`src/rtl/gaag_pkg.sv`:
```
// gaag_pkg: shared types and constants for the gather-along-axis address generator.
// Used by every module under rtl/; depends on nothing.
package gaag_pkg;

  // Fixed field widths of the streaming and configuration ports
  localparam int DATA_W      = 64;
  localparam int CFG_W       = 64;
  localparam int CFG_IDX_W   = 2;
  localparam int GATHER_AX_W = 3;

  // Front-to-back request queue
  localparam int QUEUE_DEPTH = 2;
  localparam int QPTR_W      = 1;
  localparam int QCNT_W      = 2;

  // Configuration register indexes
  typedef enum logic [CFG_IDX_W-1:0] {
    CFG_INPUT_SHAPE = 2'd0,
    CFG_INDEX_SHAPE = 2'd1,
    CFG_GATHER_AXIS = 2'd2
  } cfg_reg_t;

  // Stride derivation sequencer
  typedef enum logic {
    SG_IDLE = 1'b0,
    SG_RUN  = 1'b1
  } stride_state_t;

  // Queue occupancy status seen by the front and the back
  typedef struct packed {
    logic full;
    logic empty;
  } q_status_t;

endpackage

```
`src/rtl/gaag_queue.sv`:
```
// gaag_queue: two-entry request queue between the front and the back.
// Depends on gaag_pkg.
module gaag_queue import gaag_pkg::*; #(
  parameter int EW = 130
) (
  input  logic          clk,
  input  logic          rst_n,
  input  logic          push,
  input  logic [EW-1:0] din,
  input  logic          pop,
  output logic [EW-1:0] dout,
  output q_status_t     status
);

  logic [EW-1:0]     mem_r [QUEUE_DEPTH];
  logic [QPTR_W-1:0] wr_ptr_r, rd_ptr_r;
  logic [QCNT_W-1:0] count_r;

  // storage
  always_ff @(posedge clk) begin
    if (push) mem_r[wr_ptr_r] <= din;
  end

  // pointers and fill level
  always_ff @(posedge clk) begin
    if (!rst_n) begin
      wr_ptr_r <= '0;
      rd_ptr_r <= '0;
      count_r  <= '0;
    end else begin
      if (push) wr_ptr_r <= wr_ptr_r + 1'b1;
      if (pop)  rd_ptr_r <= rd_ptr_r + 1'b1;
      if (push && !pop)      count_r <= count_r + 1'b1;
      else if (pop && !push) count_r <= count_r - 1'b1;
    end
  end

  assign dout         = mem_r[rd_ptr_r];
  assign status.full  = (count_r == QCNT_W'(QUEUE_DEPTH));
  assign status.empty = (count_r == '0);

  a_no_overflow: assert property (@(posedge clk) disable iff (!rst_n)
    push |-> (count_r != QCNT_W'(QUEUE_DEPTH)))
    else $error("request pushed into a full queue");

  a_no_underflow: assert property (@(posedge clk) disable iff (!rst_n)
    pop |-> (count_r != '0))
    else $error("request popped from an empty queue");

  a_fill_tracks: assert property (@(posedge clk) disable iff (!rst_n)
    (push && !pop) |=> (count_r == $past(count_r) + 1'b1))
    else $error("queue fill level lost a request");

endmodule

```
`config.mk`:
```
export PLATFORM = sky130hd
export DESIGN_NAME = gaag_queue
export DESIGN_NICKNAME = d
export VERILOG_FILES = /design/src/rtl/gaag_pkg.sv /design/src/rtl/gaag_queue.sv
export SDC_FILE = /design/constraint.sdc
export NUM_CORES = 1
export LEC_CHECK = 0
export ABC_AREA = 1
export ABC_CLOCK_PERIOD_IN_PS = 7300
export BUFFER_PORTS_ARGS = -buffer_cell sky130_fd_sc_hd__buf_2
export CORE_MARGIN = 1.5
export CORE_UTILIZATION = 35
export DETAILED_ROUTE_END_ITERATION = 7
export REMOVE_ABC_BUFFERS = 1
export SETUP_SLACK_MARGIN = 0.3
export SYNTH_ARGS = -nofsm -noshare
export SYNTH_HDL_FRONTEND = slang
export SYNTH_SLANG_ARGS = --single-unit
```
`constraint.sdc`:
```
create_clock -name clk -period 7.3 [get_ports clk]
set_clock_uncertainty 0.2 [all_clocks]
set_input_delay 1.46 -clock clk [delete_from_list [all_inputs] [get_ports clk]]
set_output_delay 1.46 -clock clk [all_outputs]
set_load 0.005 [all_outputs]
```
=== Word-level counts from Yosys, hierarchy flattened ===
Memories as Yosys holds them, arrays and structs flattened. A register that Yosys moved wholly into a read port is not among the register bits.
Index checks and enable logic that the tools add are counted.

* Bits in registers: 4
* Logic and storage cells: 21
* Memory bits (writable): 260
* Memories: 1

{| class="wikitable"
|+ Memories
! name !! words !! bits a word !! read ports !! clocked after Yosys merged registers in !! write ports !! RTL line !! text
|-
| mem_r || 2 || 130 || 1 || 1 || 1 || gaag_queue.sv:15 || <nowiki>logic [EW-1:0] mem_r [QUEUE_DEPTH];</nowiki>
|}

* $add $sub $neg: 4
* Reduce and logical (&&, ||, !) cells: 6
* Muxes and demuxes: 6
* Equality and inequality tests: 1

{| class="wikitable"
|+ Operator list
! operator !! count
|-
| $mux W1 || 4
|-
| $mux W2 || 2
|-
| $add A1 B1 Y1 const B || 2
|-
| $add A2 B1 Y2 const B || 1
|-
| $eq A2 B2 Y1 const B || 1
|-
| $logic_and A1 B1 Y1 || 2
|-
| $logic_not A1 Y1 || 2
|-
| $logic_not A2 Y1 || 1
|-
| $reduce_bool A2 Y1 || 1
|-
| $sub A2 B1 Y2 const B || 1
|}

=== Longest topological paths before layout ===
* Depth in word-level cells: 4
* Mapped depth: 8

=== Least setup slack after synthesis ===
OpenSTA, ideal clock, no wires.

* Path kind: in2reg
* From: input port push
* To: memory mem_r[0][0] (enable)
* Buffers on the path: 0
* Setup time: 624 ps
* Required time: 6476 ps
* Stages: 2
* Setup slack: -462 ps
* Data arrival time: 6937 ps
* Cells stage by stage: inv_1 -> nor2_1

* Cells in the longest elaborated chain, start to end: 2

{| class="wikitable"
|+ RTL lines
! element !! RTL line !! text
|-
| start: declaration || gaag_queue.sv:8 || <nowiki>input logic push,</nowiki>
|-
| $mux W1 || gaag_queue.sv:21 || <nowiki>if (push) mem_r[wr_ptr_r] <= din;</nowiki>
|-
| $mux W1 (not written as such) || gaag_queue.sv:21 ||
|-
| end: declaration || gaag_queue.sv:15 ||
|}

Every way passes these cells.

==> reports/qor.yml <==
placed_design:
  io_buffers: 265
  dp_hpwl_um: 12200
  place.gp.congestion: 0.675
setup_path:
  r2r_cells: 2
  r2r_slack_ps: 4730
  required_ps: 5640
  crit_path_start_kind: "flop"
  critPathKind: "reg2out"
  cp.arrival_ps: 2510
  slowest_delay_ps: 710
  r2r_start: "wr_ptr_r"
  timing.rr.end: "mem_r[0][19]"
  crit_fanout: 51
  setup.worst_path.end: "dout[88]"
  slowest_stage: "dfxtp_4"
  crit_chain: "buf_4, mux2_2, buf_2"
  endpoint_kind: "output pin"
global_route:
  grt_max_degree: 69
  track_usage: 0.129
  grt_pass1_vias: 5127
  grt_pass1_wl_um: 28300
  antenna_found_initial: 4
  grt_overflow_total: 0
timing:
  drv_slew: 0
  worstMarginPinSlew_ps: 1120
  fin_crit_sh: 0.572
  min_period_ps: 4170
  rsz0062_at_grt: "false"
  setup_viol: 0
  hold_violations: 0
  slew_headroom: 0.255
  timing.fmax_mhz: 240
clock_tree:
  cts_root_buf: "clkbuf_16"
  hold_buffers: 0
  h-tree-depth: 1
  cts_buffers: 28
  cts_resized: 0
  clk_pin_slew_ps: 60
  clkLatencyLatePin_ps: 520
  cts_max_path_buffers: 3
  postCtsSetupBuffers: 0
  cts_tree: "done"
  cts.sink_count: 265
routing:
  vias: 4971
  ant_nets: 0
  drtPass1Iterations: 4
  wl_um: 19100
  post-route-drc-count: 0
  vias_per_cell: 4.56
  wl_per_cell_um: 17.5
  first_iter_violations: 221
layout:
  drive_gt1_frac: 0.596
  area_delta_synth_final_pct: 27.3
  utilization: 0.455
  nets: 860
synth:
  syn_inst: 439
  yosysWarningCount: 0
  ys_ff_latch: 265
  synth_top_area_cell: "edfxtp_1"
  synthArstFlopShare: 0
  synth.most_common_cell: "edfxtp_1"
  synth_cell_type_count: 14
  synth_edf_count: 260
  synth_top_cells_by_area: "edfxtp_1, mux2_2, buf_6"
  yosys_most_used_dff: "edfxtp_1"
  yosys-top-cells-count: "edfxtp_1, mux2_2, buf_6"
  synth.yosys.seq_area_share: 0.821
  avgSynthCellArea_um2: 21.9
  synth_area_mm2: 0.00963
  yosysTopAreaCellShare: 0.810
power_and_ir_drop:
  p_leak_nw: 4.59
  vdd_drop_max_uv: 193
  powerDensity_mw_per_mm2: 286
  report.power.total_mw: 3.50
run_status:
  outcome: "complete, no violations"
floorplanning:
  core_area_mm2: 0.0270
  row_count: 60
  io_pins: 266
  die_w_um: 169
  initial_core_util: 0.357
  die_h_um: 169
  die_area_mm2: 0.0285
job:
  cap_violations: 0
min_path:
  min_from: "rd_ptr_r"
  hold_path_class: "reg2reg"
-- sequential cells by signal, indices dropped and copies added, names as in the netlist, named ones only --
register,flops
rd_ptr_r,1
count_r,2
mem_r,260
wr_ptr_r,1
-- area by class of cell --
type	instances	area (um2)
Fill cell	2380	14700
Sequential cell	265	7910
Multi-Input combinational cell	152	1570
Timing Repair Buffer	270	1360
Clock buffer	38	779
Tap cell	341	427
Clock inverter	14	174
Inverter	8	35.0
Antenna cell	1	2.50
-- power breakdown --
group	internal, mW	total, mW	switching, mW
clock network	0.887	1.45	0.560
registers	1.76	1.79	0.0226
logic	0.135	0.270	0.135
-- critical path: cells and delay by family (launching register included) --
family / cells / cell delay, ps
muxes: 1 / 420
buffers and inverters: 2 / 810
DFF: 1 / 710
-- cell families (layout without fill, tap and decap cells) --
logic type / after synthesis / after routing / synth area share
flops: 265 / 265 / 0.821
mux: 130 / 130 / 0.152
buf+inv: 22 / 330 / 0.0171
simple gates: 19 / 19 / 0.00779
compound gates: 2 / 2 / 0.00104
fa+ha+maj: 1 / 1 / 0.00130
other cells: 0 / 1 / 0
-- per-stage QoR --
step | TNS [ps] | cells | worst slack [ps] | hold WS, ps | cell area (um2)
after floorplan | -60020 | 425 | -462 | 263 | 9500
after global placement | 0 | 1036 | 3380 | 276 | 11300
after detailed placement | 0 | 1036 | 3370 | 300 | 11300
after CTS | 0 | 1088 | 3040 | 316 | 12300
after global routing | 0 | 1089 | 2940 | 348 | 12300
final | 0 | 1089 | 3130 | 318 | 12300
-- how the worst min path moves through the flow --
stage | end | slack, ps | cells after the start
3_3_place_gp | rd_ptr_r | 280 | 2
3_5_place_dp | flop | 300 | 2
4_1_cts | flop | 320 | 2
5_1_grt | flop | 350 | 2
6_report | flop | 320 | 2
2_1_floorplan | flop | 260 | 2
-- placed cells by master (no fill, tap or decap), types with 2 or more instances in the layout --
master	instances
clkinv_2	4
nor2_1	8
clkinv_1	3
mux2_2	130
clkbuf_1	7
buf_4	5
inv_1	7
clkbuf_8	2
buf_2	265
nand2_1	8
dfxtp_1	4
clkbuf_16	29
edfxtp_1	260
bufinv_16	4
clkinvlp_4	3
-- metal layers --
metal  part of all wire  vias up  routed length, um  global-route usage
met2               0.49      167               9390               0.222
met4              0.021        6                401              0.0357
li1                   -     2307                  -                   -
met5             0.0023        -                 43                   0
met3              0.077       38               1470              0.0402
met1               0.41     2453               7790               0.155
Note: power is estimated with default switching activity, not from simulation.
