`src/rtl/gaag_pkg.sv`:
```
// gaag_pkg: shared types and constants for the gather-along-axis address generator.
// Used by every module under rtl/; depends on nothing.
package gaag_pkg;

  // Fixed field widths of the streaming and configuration ports
  localparam int DATA_W      = 64;
  localparam int CFG_W       = 64;
  localparam int CFG_IDX_W   = 2;
  localparam int GATHER_AX_W = 3;

  // Front-to-back request queue
  localparam int QUEUE_DEPTH = 2;
  localparam int QPTR_W      = 1;
  localparam int QCNT_W      = 2;

  // Configuration register indexes
  typedef enum logic [CFG_IDX_W-1:0] {
    CFG_INPUT_SHAPE = 2'd0,
    CFG_INDEX_SHAPE = 2'd1,
    CFG_GATHER_AXIS = 2'd2
  } cfg_reg_t;

  // Stride derivation sequencer
  typedef enum logic {
    SG_IDLE = 1'b0,
    SG_RUN  = 1'b1
  } stride_state_t;

  // Queue occupancy status seen by the front and the back
  typedef struct packed {
    logic full;
    logic empty;
  } q_status_t;

endpackage

```
`src/rtl/gaag_stride_gen.sv`:
```
// gaag_stride_gen: derives the row-major input strides from the input axis sizes,
// one axis per cycle, innermost first. Depends on gaag_pkg.
module gaag_stride_gen import gaag_pkg::*; #(
  parameter int RANK = 4,
  parameter int ASB  = 16
) (
  input  logic                        clk,
  input  logic                        rst_n,
  input  logic                        load,
  input  logic [RANK-1:0][ASB-1:0]    in_size,
  output logic [RANK-1:0][DATA_W-1:0] stride,
  output logic                        busy
);

  localparam int IDX_W = (RANK > 1) ? $clog2(RANK) : 1;
  localparam logic [IDX_W-1:0] LAST_AX = IDX_W'(RANK - 1);

  stride_state_t             state_r, state_nxt;
  logic [IDX_W-1:0]          idx_r, idx_nxt;
  logic [DATA_W-1:0]         acc_r, acc_nxt;
  logic [RANK-1:0][DATA_W-1:0] stride_r;

  // next state
  always_comb begin
    state_nxt = state_r;
    unique case (state_r)
      SG_IDLE: begin
        if (load) state_nxt = SG_RUN;
      end
      SG_RUN: begin
        if (!load && idx_r == '0) state_nxt = SG_IDLE;
      end
      default: state_nxt = SG_IDLE;
    endcase
  end

  // outputs
  always_comb begin
    busy = (state_r == SG_RUN);
  end

  // running product walks outward
  always_comb begin
    idx_nxt = idx_r;
    acc_nxt = acc_r;
    if (load) begin
      idx_nxt = LAST_AX;
      acc_nxt = DATA_W'(1);
    end else if (state_r == SG_RUN) begin
      idx_nxt = idx_r - 1'b1;
      acc_nxt = acc_r * DATA_W'(in_size[idx_r]);
    end
  end

  // reset kicks off a derivation from the reset shape
  always_ff @(posedge clk) begin
    if (!rst_n) begin
      state_r <= SG_RUN;
      idx_r   <= LAST_AX;
      acc_r   <= DATA_W'(1);
    end else begin
      state_r <= state_nxt;
      idx_r   <= idx_nxt;
      acc_r   <= acc_nxt;
    end
  end

  always_ff @(posedge clk) begin
    if (state_r == SG_RUN && !load) begin
      stride_r[idx_r] <= acc_r;
    end
  end

  assign stride = stride_r;

  // outermost axis ends the pass
  a_run_ends: assert property (@(posedge clk) disable iff (!rst_n)
    (state_r == SG_RUN && idx_r == '0 && !load) |=> (state_r == SG_IDLE))
    else $error("stride pass did not end after the outermost axis");

endmodule

```
`config.mk`:
```
export PLATFORM = sky130hd
export DESIGN_NAME = gaag_stride_gen
export DESIGN_NICKNAME = d
export VERILOG_FILES = /design/src/rtl/gaag_pkg.sv /design/src/rtl/gaag_stride_gen.sv
export SDC_FILE = /design/constraint.sdc
export NUM_CORES = 2
export LEC_CHECK = 0
export ABC_CLOCK_PERIOD_IN_PS = 8090
export BUFFER_PORTS_ARGS = -buffer_cell sky130_fd_sc_hd__buf_2
export CORE_MARGIN = 4
export CORE_UTILIZATION = 39
export CTS_CLUSTER_DIAMETER = 60
export CTS_CLUSTER_SIZE = 28
export DETAILED_ROUTE_END_ITERATION = 6
export PLACE_DENSITY_LB_ADDON = 0.15
export SKIP_CTS_REPAIR_TIMING = 1
export SLEW_MARGIN = 20
export SYNTH_ARGS = -nofsm -noshare
export SYNTH_HDL_FRONTEND = slang
export SYNTH_SLANG_ARGS = --single-unit
```
`constraint.sdc`:
```
create_clock -name clk -period 8.09 [get_ports clk]
set_input_delay 0.809 -clock clk [delete_from_list [all_inputs] [get_ports clk]]
set_output_delay 0.809 -clock clk [all_outputs]
set_load 0.01 [all_outputs]
```
* After elaboration in Yosys (flattened, before gate mapping) *
Index checks and enable logic that the tools add are counted.

operators by class
  reductions and logical operators = 6
  bitwise gates (word level) = 2
  $mul = 1
  order comparisons = 2
  multiplexer cells = 8
  add/subtract/negate cells = 1

operator list
  cell                                                                                  number
  256-bit bitwise mux                                                                   1
  64-bit demux with 2-bit select                                                        1
  64-bit by 16-bit multiplier with 64-bit output                                        1
  64-bit 2-to-1 mux                                                                     1
  16-bit binary-select mux with 2-bit select                                            1
  16-bit 2-to-1 mux                                                                     1
  1-bit logical AND                                                                     3
  2-bit by 3-bit less-than comparator with 1-bit output (second input constant)         1
  2-bit by 1-bit greater-or-equal comparator with 1-bit output (second input constant)  1
  2-bit logical NOT                                                                     1
  1-bit 2-to-1 mux                                                                      2
  1-bit NOT                                                                             2
  1-bit case mux with 2 select lines                                                    1
  2-bit OR reduction                                                                    1
  2-bit by 1-bit subtractor with 2-bit output (second input constant)                   1
  1-bit logical NOT                                                                     1

storage, ports and cells
  word-level logic and storage cells = 27
  register bits = 323

* Depth between registers and ports, before layout *
  depth after elaboration = 5
  depth in mapped cells = 29
  mapped depth without buffers = 24

* Worst setup path before layout *
OpenSTA, ideal clock, no wires.

  kind = reg-to-reg
  start point = register idx_r[1]
  end point = register acc_r[60]
  path slack = 0.707 ns
  library setup time = 0.121 ns
  required time = 7.969 ns
  cell stages (with the launch flop) = 29
  arrival time = 7.262 ns
  cell sequence = dfxtp_1 buf_2 buf_1 mux4_2 clkbuf_1 clkbuf_1 nand2_1 fa_1 inv_1 fa_1 inv_1 fa_1 inv_1 fa_1 fa_1 inv_1 fa_1 inv_1 ha_1 and4_1 and4_1 o21ai_1 a21oi_1 o41a_1 a21bo_1 a311o_1 a31oi_1 xor2_1 o21ai_1

between the ends
  word-level cells in the longest chain between the ends = 3

RTL lines
  element                                         RTL line               RTL
  start, declared                                 gaag_stride_gen.sv:19  logic [IDX_W-1:0] idx_r, idx_nxt;
  start signal, assigned                          gaag_stride_gen.sv:63  idx_r <= idx_nxt;
  16-bit binary-select mux with 2-bit select      gaag_stride_gen.sv:51  acc_nxt = acc_r * DATA_W'(in_size[idx_r]);
  16-bit 2-to-1 mux (not written as such)         gaag_stride_gen.sv:51
  64-bit by 16-bit multiplier with 64-bit output  gaag_stride_gen.sv:51
  end signal, assigned                            gaag_stride_gen.sv:64  acc_r <= acc_nxt;
  end, declared                                   gaag_stride_gen.sv:20  logic [DATA_W-1:0] acc_r, acc_nxt;

Every way passes these cells. The select of a mux whose other input is x is not followed.
A chain may end at the register's enable or synchronous reset.

* Worst setup path after layout *
  start point = register idx_r[0]
  end point = register acc_r[56]

Same word-level chain as after synthesis.

==> results.env <==
OUTCOME='complete, no violations'
TIMING.FINAL.CRIT_SHARE=0.947
CTS_TREE='yes'
GRT_START_MAX_NET_PINS=55
WORST_ENDPOINT_REQUIRED_TIME_PS=8570
ROWS=112
FINAL_GP_CONGESTION=0.842
AREA.SEQUENTIAL_UM2=9030
CLK-INSERTION-DELAY-LATE_PS=610
LAYOUT_STAGE_AREA_GROWTH_OVER_THE_SYNTHESIS_RESULT_PCT=13.5
DP.FINAL_HPWL_UM=82800
SLEW_VIOLATIONS=0
CTS_SINKS=323
SYNTH_TOP_CELLS_BY_AREA='sky130_fd_sc_hd__fa_1, sky130_fd_sc_hd__edfxtp_1, sky130_fd_sc_hd__inv_1'
ROUTE.VIAS.TOTAL=25647
SYNTH_TOP_CELL_AREA_SHARE=0.405
DRV.MAX_CAP_VIOLATION_COUNT=0
FINAL.MIN_CLOCK_PERIOD_PS=7660
FIN_TNS_SETUP_PS=0
FP.DIEAREA_UM2=100000
IOS=324
TIMING_HOLD_VIOLATIONS_FINAL=0
MULTI_INPUT_GATE_AREA_IN_THE_FINAL_LAYOUT_UM2=24400
FLOORPLAN.DIE.WIDTH_UM=317
STARTING_UTILIZATION_OF_THE_CORE_AREA=0.396
DRCVIOLATIONCOUNT=0
GROUTE.USAGE.OVERALL=0.218
SYNTH.YOSYS.WARNINGS=0
GLOBAL_ROUTE_WIRE_LENGTH_BEFORE_REPAIR_UM=168000
CP_SLOWEST_STAGE_DELAY_PS=760
CTS_INSERTED_BUFFERS=38
POST_SYNTH.CELL_AREA_AVG_UM2=10.1
GRT.OVERFLOW.TOTAL=0
SYNTH.FF_LATCH_COUNT=323
POST_SYNTH_CELL_TYPES=66
START_KIND='register'
TIMING.SLEW.HEADROOM=0.289
CRITICAL_PATH_PEAK_FANOUT=17
FIRST_GLOBAL_VIAS=28142
FILLER_CELL_COUNT=9122
HOLDCRITPATHCLASS='register to register'
CLKTRANSATPATHREGS_PS=80
FINALSETUPVIOLATIONS=0
YOSYS_MOST_USED_DFF='sky130_fd_sc_hd__edfxtp_1'
DESIGN.CORE.AREA_UM2=93900
CLOCK_PATH_BUFFERS=3
FLOORPLAN.DIE.HEIGHT_UM=317
CLOCK.FMAX_GHz=0.130
SLOWEST_STAGE='sky130_fd_sc_hd__mux4_2'
RSZ_0062_RAISED_AFTER_GLOBAL_ROUTING='no'
END_KIND='register'
DETAILEDROUTE.FIRSTPASSITERATIONCOUNT=5
VIA_PER_INST=4.90
CRITPATHKIND='register to register'
SYNTH_ENABLE_FLOP_CELLS=256
ROUTE.FINAL.WIRE_LENGTH_UM=105000
ASYNC_FLOP_SHARE=0
WORST_PIN_SLEW_PS=1070
UTILIZATION=0.449
SYNTH.YOSYS.SEQ_AREA_SHARE=0.243
NETLIST_INSTANCES=3666
DETAIL-ROUTE-ANTENNA-NETS=0
SKEW_PS=25.7
SYN_AREA_UM2=37200
GRT_ANTENNA_BEFORE_REPAIR=1
WHS_PS=468
CTS_ROOT_BUFFER='sky130_fd_sc_hd__clkbuf_16'
DRIVE_ABOVE_1_SHARE=0.138
ROUTED_WIRE_LENGTH_PER_INSTANCE_UM=20.1
NUM_ANTENNA_CELLS=0
DATA_ARRIVAL_TIME_OF_THE_CRITICAL_PATH_PS=8150
NUMBER_OF_BUFFERS_ADDED_ON_PORTS=323
CRITICAL-PATH-TOP-CELL-BY-COUNT='sky130_fd_sc_hd__fa_1'
LAYOUT.NETS=4866
DRT_FIRST_ITER_VIOLATIONS=1392
SYNTH_AREA_LEADER_CELL='sky130_fd_sc_hd__fa_1'
H-TREE-DEPTH=2
SYNTH_NETS=4586
-- critical path, delay by kind of cell (launching register included) --
kind,cells,cell delay [ps]
xor gates and xnor gates,1,170
and+or+nand+nor,1,190
muxes,1,760
AOI/OAI and AO/OA,9,2290
buffers and inverters,6,770
DFF,1,310
adders and majority gates,7,3050
-- synthesized netlist by cell type, drive strengths merged, types with 9 or more instances --
master / number
a211oi: 10
a21o: 29
a21oi: 70
a31oi: 9
and2: 276
and3: 15
buf: 31
clkbuf: 174
dfxtp: 67
edfxtp: 256
fa: 752
ha: 101
inv: 792
mux2i: 38
mux4: 16
nand2: 699
nand3: 24
nor2: 69
nor2b: 9
o21a: 11
o21ai: 47
xnor2: 56
xor2: 25
-- state kept, by name, summed over array words and instances (netlist names) --
signal and flops:
idx_r 2, acc_r 64, stride 256, busy 1
-- worst paths after layout --
kind / from / end / slack, ps / cells past startpoint
hold reg to reg: acc_r[16]$_SDFFE_PP0P_ / acc_r[16]$_SDFFE_PP0P_ / 470 / 2
setup / recovery: idx_r[0]$_SDFFE_PP1P_ / acc_r[56]$_SDFFE_PP0P_ / 430 / 25
setup reg to reg: idx_r[0]$_SDFFE_PP1P_ / acc_r[56]$_SDFFE_PP0P_ / 430 / 25
hold / removal: acc_r[16]$_SDFFE_PP0P_ / acc_r[16]$_SDFFE_PP0P_ / 470 / 2
-- cell usage in the layout, fill, tap and decap left out, drive strengths merged, types with 41 or more instances in the layout --
cell type	n
dfxtp	67
nor2	69
and2	276
nand2	699
fa	752
xnor2	56
edfxtp	256
inv	809
buf	445
a21oi	70
ha	101
o21ai	47
clkbuf	41
-- area by class of cell --
type,count,share of cell area
tap,1254,0.0372
clock buffer,41,0.0243
sequential,323,0.214
multi-input combinational,2346,0.578
clock inverter,29,0.0120
timing repair buffer,445,0.0636
inverter,792,0.0704
-- logic make-up after synthesis --
group,Yosys count,share of synthesized area
adder cells (fa/ha/maj),853,0.439
XOR/XNOR,81,0.0191
buffers and inverters,997,0.101
AND/OR/NAND/NOR,1121,0.136
AO/OA/AOI/OAI,236,0.0416
flip-flops,323,0.243
multiplexers,55,0.0202
-- metrics by stage --
step	instance area, um2	instances	setup slack (ps)
after floorplan	37200	3666	707
after global placement	40700	5160	268
after detailed placement	40700	5160	216
after CTS	42200	5230	193
after global routing	42200	5230	25.6
final	42200	5230	426
-- layer usage --
layer / wire, um / vias up / GRT usage / part of all wire
met4: 1690 / 0 / 0.0401 / 0.016
li1: - / 11489 / - / -
met5: 0 / - / 0 / 0
met2: 50800 / 566 / 0.367 / 0.48
met1: 46500 / 13491 / 0.298 / 0.44
met3: 5910 / 101 / 0.0436 / 0.056
Power is not shown: default switching activity piles up to over one toggle a cycle in this logic, so the estimate is an artifact.
