--- config.mk ---
export PLATFORM = sky130hd
export DESIGN_NAME = gaag_front
export DESIGN_NICKNAME = d
export VERILOG_FILES = /design/src/rtl/gaag_pkg.sv /design/src/rtl/gaag_front.sv
export SDC_FILE = /design/constraint.sdc
export NUM_CORES = 1
export LEC_CHECK = 0
export BUFFER_PORTS_ARGS = -buffer_cell sky130_fd_sc_hd__buf_2
export CAP_MARGIN = 10
export CORE_AREA = 8 8 222 224
export CTS_CLUSTER_DIAMETER = 120
export DETAILED_ROUTE_END_ITERATION = 10
export DIE_AREA = 0 0 230 232
export PLACE_DENSITY = 0.56
export SLEW_MARGIN = 20
export SYNTH_ARGS = -nofsm -noshare
export SYNTH_HDL_FRONTEND = slang
export SYNTH_SLANG_ARGS = --single-unit
--- constraint.sdc ---
create_clock -name clk -period 17.3 [get_ports clk]
set_input_delay 4.325 -clock clk [delete_from_list [all_inputs] [get_ports clk]]
set_output_delay 4.325 -clock clk [all_outputs]
set_load 0.01 [all_outputs]
--- src/rtl/gaag_pkg.sv ---
// gaag_pkg: shared types and constants for the gather-along-axis address generator.
// Used by every module under rtl/; depends on nothing.
package gaag_pkg;

  // Fixed field widths of the streaming and configuration ports
  localparam int DATA_W      = 64;
  localparam int CFG_W       = 64;
  localparam int CFG_IDX_W   = 2;
  localparam int GATHER_AX_W = 3;

  // Front-to-back request queue
  localparam int QUEUE_DEPTH = 2;
  localparam int QPTR_W      = 1;
  localparam int QCNT_W      = 2;

  // Configuration register indexes
  typedef enum logic [CFG_IDX_W-1:0] {
    CFG_INPUT_SHAPE = 2'd0,
    CFG_INDEX_SHAPE = 2'd1,
    CFG_GATHER_AXIS = 2'd2
  } cfg_reg_t;

  // Stride derivation sequencer
  typedef enum logic {
    SG_IDLE = 1'b0,
    SG_RUN  = 1'b1
  } stride_state_t;

  // Queue occupancy status seen by the front and the back
  typedef struct packed {
    logic full;
    logic empty;
  } q_status_t;

endpackage

--- src/rtl/gaag_front.sv ---
// gaag_front: configuration registers, index normalization and output coordinate
// tracking; produces one address request per accepted index. Depends on gaag_pkg.
module gaag_front import gaag_pkg::*; #(
  parameter int RANK = 4,
  parameter int ASB  = 16
) (
  input  logic                     clk,
  input  logic                     rst_n,
  input  logic                     cfg_we,
  input  logic [CFG_IDX_W-1:0]     cfg_index,
  input  logic [CFG_W-1:0]         cfg_wdata,
  input  logic                     in_tvalid,
  output logic                     in_tready,
  input  logic [DATA_W-1:0]        in_tdata,
  input  logic                     space_ok,
  output logic                     push,
  output logic [RANK-1:0][ASB-1:0] push_coord,
  output logic [DATA_W-1:0]        push_dest,
  output logic                     push_last,
  output logic [RANK-1:0][ASB-1:0] in_size,
  output logic                     shape_load
);

  localparam int AX_W = (RANK > 1) ? $clog2(RANK) : 1;

  logic [CFG_W-1:0]               input_shape_r;
  logic [CFG_W-1:0]               index_shape_r;
  logic signed [GATHER_AX_W-1:0]  gather_axis_r;
  logic [RANK-1:0][ASB-1:0]       coord_r, coord_nxt;
  logic [DATA_W-1:0]              count_r, count_nxt;
  logic [RANK-1:0][ASB-1:0]       idx_size;
  logic                           cfg_hit;
  logic                           accept;
  logic [AX_W-1:0]                axis;
  logic [ASB-1:0]                 gsize;
  logic [ASB-1:0]                 norm_idx;
  logic                           last;

  // unpack axis sizes; fields above the register and zero fields read as one
  for (genvar g = 0; g < RANK; g++) begin : g_size
    if (ASB * g < CFG_W) begin : g_in_reg
      logic [CFG_W-1:0] in_sh, ix_sh;
      assign in_sh = input_shape_r >> (ASB * g);
      assign ix_sh = index_shape_r >> (ASB * g);
      assign in_size[g]  = (in_sh[ASB-1:0] == '0) ? ASB'(1) : in_sh[ASB-1:0];
      assign idx_size[g] = (ix_sh[ASB-1:0] == '0) ? ASB'(1) : ix_sh[ASB-1:0];
    end else begin : g_above
      assign in_size[g]  = ASB'(1);
      assign idx_size[g] = ASB'(1);
    end
  end

  // configuration decode
  always_comb begin
    cfg_hit    = 1'b0;
    shape_load = 1'b0;
    if (cfg_we) begin
      unique case (cfg_reg_t'(cfg_index))
        CFG_INPUT_SHAPE: begin
          cfg_hit    = 1'b1;
          shape_load = 1'b1;
        end
        CFG_INDEX_SHAPE: cfg_hit = 1'b1;
        CFG_GATHER_AXIS: cfg_hit = 1'b1;
        default:         cfg_hit = 1'b0;
      endcase
    end
  end

  always_ff @(posedge clk) begin
    if (!rst_n) begin
      input_shape_r <= CFG_W'(64'h0001_0001_0001_0001);
      index_shape_r <= CFG_W'(64'h0001_0001_0001_0001);
      gather_axis_r <= '0;
    end else if (cfg_we) begin
      if (cfg_reg_t'(cfg_index) == CFG_INPUT_SHAPE) input_shape_r <= cfg_wdata;
      if (cfg_reg_t'(cfg_index) == CFG_INDEX_SHAPE) index_shape_r <= cfg_wdata;
      if (cfg_reg_t'(cfg_index) == CFG_GATHER_AXIS) gather_axis_r <= cfg_wdata[GATHER_AX_W-1:0];
    end
  end

  // resolve the gather axis: negative counts from the last axis, then clamp
  always_comb begin
    int a;
    a = int'(gather_axis_r);
    if (a < 0) a = a + RANK;
    if (a < 0) a = 0;
    if (a > RANK - 1) a = RANK - 1;
    axis = AX_W'(a);
  end

  assign gsize = in_size[axis];

  // wrap negative indexes once, clamp into 0..size-1
  always_comb begin
    logic [DATA_W-1:0] sz, mag, diff;
    sz   = DATA_W'(gsize);
    mag  = DATA_W'(0) - in_tdata;
    diff = sz - mag;
    if (in_tdata[DATA_W-1]) begin
      norm_idx = (mag >= sz) ? '0 : diff[ASB-1:0];
    end else begin
      norm_idx = (in_tdata >= sz) ? (gsize - 1'b1) : in_tdata[ASB-1:0];
    end
  end

  // source coordinate and end-of-stream detect
  always_comb begin
    last = 1'b1;
    for (int i = 0; i < RANK; i++) begin
      push_coord[i] = (AX_W'(i) == axis) ? norm_idx : coord_r[i];
      if ({1'b0, coord_r[i]} + 1'b1 < {1'b0, idx_size[i]}) last = 1'b0;
    end
  end

  // odometer step, innermost axis first
  always_comb begin
    logic             carry;
    logic [ASB:0]     nc;
    coord_nxt = coord_r;
    count_nxt = count_r;
    carry     = 1'b1;
    nc        = '0;
    if (cfg_hit || (accept && last)) begin
      coord_nxt = '0;
      count_nxt = '0;
    end else if (accept) begin
      count_nxt = count_r + 1'b1;
      for (int i = RANK - 1; i >= 0; i--) begin
        nc = {1'b0, coord_r[i]} + 1'b1;
        if (carry) begin
          if (nc >= {1'b0, idx_size[i]}) begin
            coord_nxt[i] = '0;
          end else begin
            coord_nxt[i] = nc[ASB-1:0];
            carry        = 1'b0;
          end
        end
      end
    end
  end

  always_ff @(posedge clk) begin
    if (!rst_n) begin
      coord_r <= '0;
      count_r <= '0;
    end else begin
      coord_r <= coord_nxt;
      count_r <= count_nxt;
    end
  end

  // handshake
  assign in_tready = space_ok;
  assign accept    = in_tvalid && space_ok;
  assign push      = accept;
  assign push_dest = count_r;
  assign push_last = last;

endmodule

# ---- Word-level counts from Yosys, hierarchy flattened
# Index checks and enable logic that the tools add are counted.
dict set report totals {
  reg_bits 259
  in_bits 135
  output_inout_bits 196
  word_cells 101
}
dict set report classes {
  add_sub_neg 9
  n_lt_le_gt_ge 14
  n_eq_ne 5
  muxes 43
  bitwise_logic 1
  n_reduce_logical 21
}
# op count
set ops {}
lappend ops {{$mux 16} 20}
lappend ops {{$ge 64x16->1} 2}
lappend ops {{$logic_not 16->1} 8}
lappend ops {{$add 16x1->17 const B} 4}
lappend ops {{$ge 17x16->1} 4}
lappend ops {{$lt 17x16->1} 4}
lappend ops {{$add 64x1->64 const B} 1}
lappend ops {{$mux 32} 2}
lappend ops {{$sub 1x64->64 const A} 1}
lappend ops {{$bmux 16 s2} 1}
lappend ops {{$gt 32x3->1 const B} 1}
lappend ops {{$lt 32x1->1 const B} 1}
lappend ops {{$mux 1} 19}
lappend ops {{$sub 16x1->16 const B} 1}
lappend ops {{$sub 16x16->16} 1}
lappend ops {{$reduce_and 2->1} 6}
lappend ops {{$add 3x4->5 const B} 1}
lappend ops {{$eq 2x2->1 const A} 2}
lappend ops {{$logic_not 2->1} 2}
lappend ops {{$lt 2x3->1 const B} 1}
lappend ops {{$lt 3x1->1 const B} 1}
lappend ops {{$reduce_or 3->1} 1}
lappend ops {{$eq 1x2->1 const A} 1}
lappend ops {{$eq 2x1->1 const B} 1}
lappend ops {{6 further kinds} 7}

# ---- Longest topological paths before layout
dict set report logic_depth {
  word_depth 17
  depth_mapped 19
}

# ---- Least setup slack after synthesis
# Ideal clock, no wire load.
dict set report synth_timing {
  path_type {input to output}
  startpoint {input in_tdata[8]}
  endpoint {output push_coord[41] in the netlist's numbering}
  arrival_time_ns 7.693
  t_required_ns 12.975
  setup_slack_ns 5.282
  stages 16
  path_buffers 2
  path_cell_list {or3_1 or4_1 clkbuf_1 or2_2 nor3_1 xnor2_1 ha_1 nor3b_1 o21ai_0 a21oi_1 nand4_1 nand4b_1 nor4_4 nand3_4 buf_6 o31ai_1}
}
# element line_no
set synth_rtl {}
lappend synth_rtl {{from (decl)} gaag_front.sv:14} ;# input logic [DATA_W-1:0] in_tdata,
lappend synth_rtl {{to (decl)} gaag_front.sv:17} ;# output logic [RANK-1:0][ASB-1:0] push_coord,

==> results by group <==
Floorplan
  • Die H: 232 um
  • Core box area: 45900 sq um
  • Initial core utilization: 0.395
  • I/O pin cnt: 331
  • Die area: 53400 sq um
  • Width of the die: 230 um
  • FP Rows: 79

Power and ir drop
  • Clk pwr share: 0.422
  • P_sw: 0.432 mW
  • Flop pwr share: 0.418
  • Internal power: 1.05 mW
  • VDD IR max: 67.3 uV
  • Combinational Power Share: 0.160
  • Power per Cell Area: 70.7 nW/um^2
  • Switch share: 0.291
  • P_leak: 8.74 nW

Clock tree
  • CTS Sinks: 258
  • CTS Buffer Depth: 3
  • CTS Buf Count: 30
  • H-tree depth: 1
  • CTS resizes: 0
  • Hold-fix buffers, CTS: 0
  • Clock-pin slew on the worst setup and hold paths: 50 ps
  • CTS tree: done
  • Clock latency on the worst-skew pair: 580 ps
  • CTS Root Cell: clkbuf_16
  • Number of setup buffers added after CTS: 0

Timing
  • RSZ-0062 raised after global routing: no
  • Final Cycle Share: 0.778
  • Tmin final: 13450 ps
  • Final setup viols: 0
  • Fmax: 74.3 MHz
  • Slew headroom: 0.238
  • Clock Skew: 23.5 ps
  • Max Transition Viols Final: 0
  • Final hold vios: 0
  • Worst-Margin Slew: 1130 ps
  • Post-route setup TNS: 0 ps

Cells and area
  • Filler cells: 4717
  • Reg area: 5160 sq um
  • Multi-input logic area: 11900 sq um
  • Final Util: 0.457
  • Antenna fix cells: 0
  • Layout Nets: 2815
  • Synth-to-layout area growth: 15.6%
  • Layout cell share with drive strength beyond 1: 0.170

Worst setup path
  • Slowest cell on the critical path: nand4_1
  • Worst path depth: 13
  • Critical path arrival: 9130 ps
  • Delay-heaviest family, CP: simple AND/OR/NAND/NOR gates
  • Reg2reg path depth: 16
  • R2R Path End: coord_r[8]$_SDFFE_PP0P_
  • CP required: 12980 ps
  • Reg2reg start: coord_r[48]$_SDFFE_PP0P_
  • Setup Crit Path Kind: in2out
  • Buf+Inv Stages, Crit Path: 3
  • CP startpoint kind: input port
  • Most used cell, CP: buf_2
  • Worst Setup End Kind: output pin
  • CP cell instances: buf_2 > inv_1 > ha_1 > nor4b_1 > nand4_1 > or2_1 > or3_1 > a311oi_1 > nand4b_1 > nor4_4 > nand3_4 > o31ai_1 > buf_2
  • Worst path max stage delay: 800 ps
  • R2R Setup Slk: 12190 ps
  • Crit Path Max Fanout: 64

Global route
  • Initial antenna violation count: 0
  • Grt total ovfl: 0
  • First-pass GRT wire length: 106000 um
  • GR Util All Layers: 0.250
  • Vias in the first global route: 17200
  • Pin count of the biggest net entering global routing: 92

Synthesis
  • Mean post-synth cell area: 7.70 sq um
  • Netlist Area Pre-Place: 18100 sq um
  • Leading post-synthesis cells by cell area: dfxtp_1 28%, ha_1 8.1%, nand2_1 8.1%
  • Syn Inst Count: 2356
  • Post-synth top flop: dfxtp_1
  • Commonest cells post-synth: 390 x nand2_1, 258 x dfxtp_1, 177 x nor2_1
  • FFs w/ async S/R, synth: 0
  • Yosys Warn Count: 0
  • Distinct cells, synth: 79
  • Number of synthesized flops with an enable pin: 0
  • Synth Register Bits: 258
  • Syn Nets: 2609
  • Largest area contributor in the netlist: dfxtp_1
  • Top-count cell post-synth: nand2_1
  • Top-area cell type share of the netlist area: 0.285
  • Register area share after synthesis: 0.285

Detailed routing
  • Vias: 18300
  • Post-Route WL: 70800 um
  • Remaining antenna violation count after routing: 0
  • # DRC: 0
  • Per-cell routed wire length: 22.2 um
  • DR pass1 iterations: 5
  • Via density: 5.72
  • Iter 0 DRT Violations: 1809

Worst hold path
  • HP Start: g_size[0].g_in_reg.ix_sh[32]$_SDFFE_PN1P_
  • Hold Crit Endpoint: g_size[0].g_in_reg.ix_sh[32]$_SDFFE_PN1P_
  • Hold path depth: 2
  • Min-Delay Path Class: reg2reg

Job
  • Max-cap violations: 0

Placed design
  • Port Buffers: 330
  • Gp weighted congestion: 0.984
  • DP Wirelength: 56400 um

Outcome
  • Outcome: finished, final reports clean
[through the flow]
stage               hold slack, ps  power, mW  instances  worst slack, ps  area (sq um)
global route                   499       1.54       3192             3530         21000
detailed placement             465      0.864       3137             3860         20000
CTS                            473       1.49       3192             3880         21000
global placement               452      0.864       3137             4070         20000
floorplan                      442      0.766       2356             5280         18100
finish                         471       1.48       3192             3850         21000
[layout make-up]
| cell class | count | share of cell area |
|---|---|---|
| inverters | 115 | 0.0206 |
| repair buffers | 347 | 0.0849 |
| flip-flops and latches | 258 | 0.246 |
| well taps | 607 | 0.0362 |
| clock inverters | 10 | 0.00430 |
| clock buffers | 45 | 0.0423 |
| multi-input cells | 1810 | 0.565 |
[how the worst max path moves through the flow]
stage	to	slack, ps	start
CTS	push_coord[60]	3880	in_tdata[0]
global placement	push_coord[53]	4070	in_tdata[0]
global route	push_coord[60]	3530	in_tdata[0]
finish	push_coord[60]	3850	in_tdata[0]
floorplan	push_coord[41]	5280	in_tdata[8]
detailed placement	push_coord[60]	3860	in_tdata[0]
[registers in the layout (all words and copies together), names as in the netlist]
register / cells
coord_r: 64
g_size.g_in_reg.ix_sh: 64
g_size.g_in_reg.in_sh: 64
gather_axis_r: 2
push_dest: 64
[power groups by stage]
stage          logic (mW)  clock network, mW  registers [mW]
2_1_floorplan       0.141                  0           0.625
3_3_place_gp        0.232                  0           0.632
3_5_place_dp        0.232                  0           0.632
4_1_cts             0.233              0.640           0.619
5_1_grt             0.257              0.665           0.620
6_report            0.237              0.626           0.619
[tightest hold or removal path, cell delays in order (launching register included)]
cell	delay [ps]
dfxtp_1	310
nand2_1	50
nand3_1	60
[kinds of logic after synthesis]
logic type | count (synthesis) | synth area share
compound gates | 459 | 0.175
simple gates | 988 | 0.262
xor+xnor | 180 | 0.0870
mux | 65 | 0.0471
flops | 258 | 0.285
fa+ha+maj | 118 | 0.0818
buf+inv | 288 | 0.0629
[layout by cell type (no fill, tap or decap), types with 8 or more instances in the layout]
cell	instances
a21boi_0	123
a21o_1	34
a21oi_1	91
a22o_1	8
a22oi_1	22
and2_1	8
and3_1	31
and4_1	16
buf_2	330
buf_4	17
clkbuf_16	30
clkbuf_8	8
dfxtp_1	258
ha_1	117
inv_1	114
mux2i_1	47
mux4_2	16
nand2_1	390
nand2b_1	14
nand3_1	103
nand3b_1	17
nand4_1	40
nor2_1	177
nor2b_1	15
nor3_1	59
nor4_1	56
o21ai_0	42
o31ai_1	70
or3_1	19
or4_1	10
xnor2_1	77
xor2_1	103
[per-layer routing]
layer,vias up,track usage,share of wire,wire [um]
met5,-,0,0,0
met4,0,0.0786,0.031,2220
met3,125,0.0393,0.081,5740
met2,810,0.377,0.42,30000
met1,8679,0.361,0.46,32800
li1,8651,-,-,-
(Power assumes the default switching activity.)
